### src/hdl/dpt_pkg.sv
package dpt_pkg;
  localparam int VALUE_BITS = 64;
  localparam int CNT_BITS = $clog2(VALUE_BITS + 1);

  typedef logic [VALUE_BITS-1:0] word_t;

  localparam logic [63:0] LIM_SMALL = 64'd316349281;
  localparam logic [63:0] LIM_MID   = 64'd4759123141;

  typedef enum logic [1:0] {SET_SMALL, SET_MID, SET_LARGE} wset_t;

  function automatic logic [31:0] witness(input wset_t set, input logic [2:0] idx);
    logic [31:0] w;
    w = 32'd0;
    unique case (set)
      SET_SMALL: w = (idx == 3'd0) ? 32'd11000544 : 32'd31481107;
      SET_MID: begin
        unique case (idx)
          3'd0: w = 32'd2;
          3'd1: w = 32'd7;
          default: w = 32'd61;
        endcase
      end
      default: begin
        unique case (idx)
          3'd0: w = 32'd2;
          3'd1: w = 32'd325;
          3'd2: w = 32'd9375;
          3'd3: w = 32'd28178;
          3'd4: w = 32'd450775;
          3'd5: w = 32'd9780504;
          default: w = 32'd1795265022;
        endcase
      end
    endcase
    return w;
  endfunction

  function automatic logic [2:0] wcount(input wset_t set);
    logic [2:0] c;
    unique case (set)
      SET_SMALL: c = 3'd2;
      SET_MID: c = 3'd3;
      default: c = 3'd7;
    endcase
    return c;
  endfunction

  // Handshake of the modular multiplier and the modular reducer.
  typedef struct packed {
    logic start;
  } mm_ctl_t;

  typedef struct packed {
    logic done;
  } mm_sts_t;

  typedef enum logic [3:0] {
    ST_IDLE, ST_BASE, ST_RED, ST_POWSQ_GO, ST_POWSQ_W, ST_POWMUL_GO, ST_POWMUL_W,
    ST_CHK, ST_SQ_GO, ST_SQ_W, ST_NEXT, ST_OUT
  } state_t;
endpackage

### src/hdl/dpt_modmul.sv
// Bit-serial (a * b) mod m: one bit of b per cycle, MSB first.
module dpt_modmul import dpt_pkg::*; (
  input  logic    clk,
  input  logic    rst,
  input  mm_ctl_t ctl,
  input  word_t   a,
  input  word_t   b,
  input  word_t   m,
  output mm_sts_t sts,
  output word_t   r
);
  word_t bsh;
  logic [CNT_BITS-1:0] cnt;
  logic busy;
  word_t r1, r2;
  logic [VALUE_BITS:0] s1, s2;

  always_comb begin
    s1 = {1'b0, r} + {1'b0, r};
    r1 = (s1 >= {1'b0, m}) ? word_t'(s1 - {1'b0, m}) : word_t'(s1);
    s2 = {1'b0, r1} + {1'b0, a};
    r2 = bsh[VALUE_BITS-1] ?
         ((s2 >= {1'b0, m}) ? word_t'(s2 - {1'b0, m}) : word_t'(s2)) : r1;
  end

  always_ff @(posedge clk) begin
    if (rst) begin
      busy <= 1'b0;
      sts.done <= 1'b0;
    end else begin
      sts.done <= 1'b0;
      if (ctl.start) begin
        busy <= 1'b1;
        cnt <= CNT_BITS'(VALUE_BITS);
      end else if (busy) begin
        cnt <= cnt - CNT_BITS'(1);
        if (cnt == CNT_BITS'(1)) begin
          busy <= 1'b0;
          sts.done <= 1'b1;
        end
      end
    end
  end

  always_ff @(posedge clk) begin
    if (ctl.start) begin
      r <= '0;
      bsh <= b;
    end else if (busy) begin
      r <= r2;
      bsh <= bsh << 1;
    end
  end
endmodule

### config.mk
export PLATFORM = sky130hd
export DESIGN_NAME = dpt_modmul
export DESIGN_NICKNAME = d
export VERILOG_FILES = /design/src/hdl/dpt_pkg.sv /design/src/hdl/dpt_modmul.sv
export SDC_FILE = /design/constraint.sdc
export NUM_CORES = 1
export LEC_CHECK = 0
export ABC_AREA = 1
export BUFFER_PORTS_ARGS = -buffer_cell sky130_fd_sc_hd__buf_4
export CORE_ASPECT_RATIO = 0.7
export CORE_MARGIN = 2
export CORE_UTILIZATION = 56
export DETAILED_ROUTE_END_ITERATION = 12
export PLACE_DENSITY = 0.82
export SLEW_MARGIN = 20
export SYNTH_ARGS = -nofsm -noshare
export SYNTH_HDL_FRONTEND = slang
export SYNTH_SLANG_ARGS = --single-unit
### constraint.sdc
create_clock -name clk -period 4.93 [get_ports clk]
set_input_delay 0.2465 -clock clk [delete_from_list [all_inputs] [get_ports clk]]
set_output_delay 0.2465 -clock clk [all_outputs]
set_load 0.01 [all_outputs]
==> results.cfg, run 1 <==
[yosys]
yosys.area_share.xor_xnor_pct = 3.75
synth_edf_count = 71
synth_simple_gate_area_share_pct = 48.9
yosys_most_used_dff = edfxtp_1
synth_mux_area_share_pct = 0
synthAdderAreaFrac_pct = 10.1
ys_ff_latch = 137
synth.avg_cell_area_um2 = 5.25
syn_nets = 5061
synth_top_family_by_area = simple AND/OR/NAND/NOR gates
ys_top_cells_by_area = nand2_1 (30%), inv_1 (12%), ha_1 (9.9%)
syn_inst = 4669
ys_seq_area_share_pct = 14.1
async_flop_share_pct = 0
synth_top_cell_by_area = nand2_1
syn_area_um2 = 24500
synth_top_area_share_pct = 30.0
ys_types = 49
synth_compound_area_share_pct = 8.32
synth-warning-count = 0

[clocking]
cts_made_buffers = 17
clock_path_buffers = 2
cts_root_buffer = clkbuf_16
clock-sinks = 137
htree_levels = 4

[placed_design]
dpl.hpwl_um = 105000
portBuffers = 259
place_congestion = 1.25

[global_route]
grt_max_degree = 74
gr-total-overflow = 48
grt_pass1_vias = 43300
track_usage_pct = 74.2
grt_pass1_wl_um = 255000

[die]
fp.dieW_um = 254
die_h_um = 179
std_cell_rows = 64
num_io_pins = 260
initial_core_util_pct = 56.4

[run_status]
stop_error = [ERROR GRT-0116] Global routing finished with congestion. Check the congestion regions in the DRC Viewer.
failing_step = global routing (5_1_grt)
status = did not finish
## synth_stat cells (46+ instances only)
master and instances:
nand2_1 1957, inv_2 46, o21ai_0 70, ha_1 194, edfxtp_1 71, a21oi_1 230
inv_1 807, nand3_1 391, xor2_1 77, nor2_1 373, dfxtp_1 66, nand4_1 46
## cell families after synthesis
group / after synthesis
AO/OA/AOI/OAI: 372
XOR/XNOR: 105
adder cells (fa/ha/maj): 197
buffers and inverters: 935
flip-flops: 137
AND/OR/NAND/NOR: 2923
## metrics by stage
stage | worst slack (ns) | hold WS [ns] | instances | util (%) | instance area, µm²
2_1_floorplan | -0.163 | 0.326 | 4669 | - | 25500
3_3_place_gp | -2.16 | 0.427 | 6519 | 82.6 | 35900
3_5_place_dp | -2.29 | 0.434 | 6519 | 82.6 | 35900
4_1_cts | -1.41 | 0.0458 | 6602 | 87.7 | 38100
## timing repair
action / 4_1_cts
hold endpoints to repair: 1
endpoints found under the setup margin: 64
buffers inserted: 44
hold buffers: 1
resized for setup: 241
pin swaps: 64
gates cloned: 6
## per-layer routing
layer	global-route usage [%]	GRT overflow
met4	68.1	15
met1	75.1	2
met3	63.2	3
met5	44.4	0
met2	87.5	28
==> run 2, diff against run 1 <==
--- a/config.mk
+++ b/config.mk
@@ -7,11 +7,10 @@
 export LEC_CHECK = 0
 export ABC_AREA = 1
 export BUFFER_PORTS_ARGS = -buffer_cell sky130_fd_sc_hd__buf_4
-export CORE_ASPECT_RATIO = 0.7
 export CORE_MARGIN = 2
-export CORE_UTILIZATION = 56
+export CORE_UTILIZATION = 40
 export DETAILED_ROUTE_END_ITERATION = 12
-export PLACE_DENSITY = 0.82
+export PLACE_DENSITY_LB_ADDON = 0.15
 export SLEW_MARGIN = 20
 export SYNTH_ARGS = -nofsm -noshare
 export SYNTH_HDL_FRONTEND = slang
==> constraint.sdc (replaced) <==
create_clock -name clk -period 6.4 [get_ports clk]
set_input_delay 0.32 -clock clk [delete_from_list [all_inputs] [get_ports clk]]
set_output_delay 0.32 -clock clk [all_outputs]
set_load 0.01 [all_outputs]
==> run 2 against run 1 <==
The flow now finishes without violations. Synthesized cell count did not move. Area after synthesis did not move.
==> results.cfg, run 2 <==
[run_status]
status = finished, final reports clean

[sta]
setup_viol = 0
hold_viol = 0
fin_hold_ws_ns = 0.0366
post-route-period-util_pct = 98.5
fin_skew_ns = 0.0250
rsz0062_at_grt = true
finalWorstSetupSlack_ns = 0.0980
period_needed_ns = 6.30
max-slew-margin-rel_pct = 29.6
worst_pin_slew_ns = 1.06
fmax_mhz = 159
slew_violations = 0

[yosys]
synth.avg_cell_area_um2 = 5.25
ys_ff_latch = 137
synth_top_area_share_pct = 30.0
ys_seq_area_share_pct = 14.1
synth_edf_count = 71
syn_inst = 4669
syn_nets = 5061
ys_top_cells_by_area = nand2_1 (30%), inv_1 (12%), ha_1 (9.9%)
synth.most_common_cell = nand2_1
syn_area_um2 = 24500
yosys_most_used_dff = edfxtp_1
synth_common_cells = nand2_1 (1,957), inv_1 (807), nand3_1 (391), nor2_1 (373), a21oi_1 (230)
synth_top_cell_by_area = nand2_1
ys_types = 49
async_flop_share_pct = 0
synth-warning-count = 0

[drt]
drt_iter0_drc = 3535
dr.pass1.iters = 6
viasPerCell = 5.18
ant_nets = 0
routed_wl_um = 141000
vias = 35800
wl_per_cell_um = 20.4
drc = 0

[setup_path]
rr_startpoint = r[54]$_SDFFE_PP0P_
crit_path_max_fanout = 7
crit_arrival_ns = 6.66
path_class = reg2reg
critPathRequiredTime_ns = 6.76
worstReg2RegEnd = r[5]$_SDFFE_PP0P_
crit_path_start = r[54]$_SDFFE_PP0P_
crit_end = r[5]$_SDFFE_PP0P_
max_stage_delay_ns = 0.41
rrSetupSlack_ns = 0.1
endpoint_kind = flip-flop
reg2regPathDepth = 42
worst_path_max_delay_cell = ha_2
startpoint_type = flip-flop

[placed_design]
portBuffers = 259
place_congestion = 1.10
dp.cells = 6829
dp_slack_ns = -0.999
dpl.hpwl_um = 116000

[die]
std_cell_rows = 90
dieArea_um2 = 63300
die_h_um = 252
fp.dieW_um = 252
num_io_pins = 260
initial_core_util_pct = 40.6
core_area_um2 = 60500

[global_route]
gr-total-overflow = 0
grt_max_degree = 69
track_usage_pct = 41.5
grt_pass1_wl_um = 195000
grt_pass1_vias = 33200
antenna_found_initial = 1

[layout]
layout_common_cells = nand2_1 (1,704), buf_4 (1,451), inv_1 (784)
diodes = 0
fillCellCount = 5618
synthToLayoutAreaGrowth_pct = 67.6
reg_top3 = bsh (64), r (64), cnt (7)
drive_gt1_share_pct = 37.8
nNetsFinal = 6507
fin_util_pct = 68.0
final_common_cell = nand2_1
stdcell_count = 6910

[clocking]
clock-sinks = 137
cts_tree = done
clkTransAtPathRegs_ns = 0.08
cts_made_buffers = 17
clock_path_buffers = 2
clk_latency_ns = 0.47
htree_levels = 4
cts_root_buffer = clkbuf_16

[hold_path]
hp-start = rst
hp-class = in2reg

[flow_run]
timing.max_cap.violations = 0
run 2: cell counts after synthesis:
Identical to the previous run, type by type.
run 2: cells by family (layout without fill, tap and decap cells):
kind of cell	Yosys count	count (layout)	share of synthesized area, %
buffers and inverters	935	2394	14.8
AOI/OAI and AO/OA	372	372	8.32
xor gates and xnor gates	105	105	3.75
and+or+nand+nor	2923	2923	48.9
DFF	137	137	14.1
adders and majority gates	197	197	10.1
run 2: repair_timing:
item	in CTS	in global routing
hold buffers	0	0
pin swaps	21	133
setup endpoints to repair	64	64
gates cloned	0	10
buffers inserted	4	35
resized for setup	116	716
run 2: cell type report:
cell class	count	area, µm²	area share, %
Clock inverter	15	170	0.414
Multi-Input combinational cell	3597	21100	51.3
Tap cell	782	978	2.38
Inverter	860	3240	7.87
Timing Repair Buffer	1502	11800	28.6
Sequential cell	137	3460	8.42
Clock buffer	17	425	1.03
run 2: worst min-delay path by stage:
stage	to	slack, ns	depth (start not counted)
CTS	sts$_SDFF_PP0_	0.03	2
global route	sts$_SDFF_PP0_	0.04	2
global placement	bsh[31]$_DFFE_PN_	0.49	2
floorplan	sts$_SDFF_PP0_	0.40	1
detailed placement	bsh[32]$_DFFE_PN_	0.50	2
finish	sts$_SDFF_PP0_	0.04	2
run 2: per-layer routing:
metal  wire, µm  GRT usage [%]  part of all wire [%]
met1      56800           53.1                    40
met2      61000           65.5                    43
met3      13100           7.85                   9.3
met4      10000           23.5                   7.1
met5         16              0                 0.011
run 2: stage by stage:
| step | instance area [µm²] | TNS, ns |
|---|---|---|
| 3_5_place_dp | 36200 | -54.47 |
| 6_report | 41100 | 0 |
| 3_3_place_gp | 36200 | -50.79 |
| 5_1_grt | 41100 | -5.26 |
| 2_1_floorplan | 24500 | 0 |
| 4_1_cts | 37300 | -0.0418 |
run 2: critical path, delay by kind of cell, from the launching register on:
family	cells	cell delay (ns)
XOR/XNOR	1	0.08
buffers and inverters	11	1.17
adder cells (fa/ha/maj)	4	1.38
AND/OR/NAND/NOR	23	2.98
flip-flops	1	0.32
AO/OA/AOI/OAI	3	0.22
Power of run 2 is left out: the tool's default activity adds up to more than one toggle a clock period on the data nets, which glitch-free logic cannot reach.
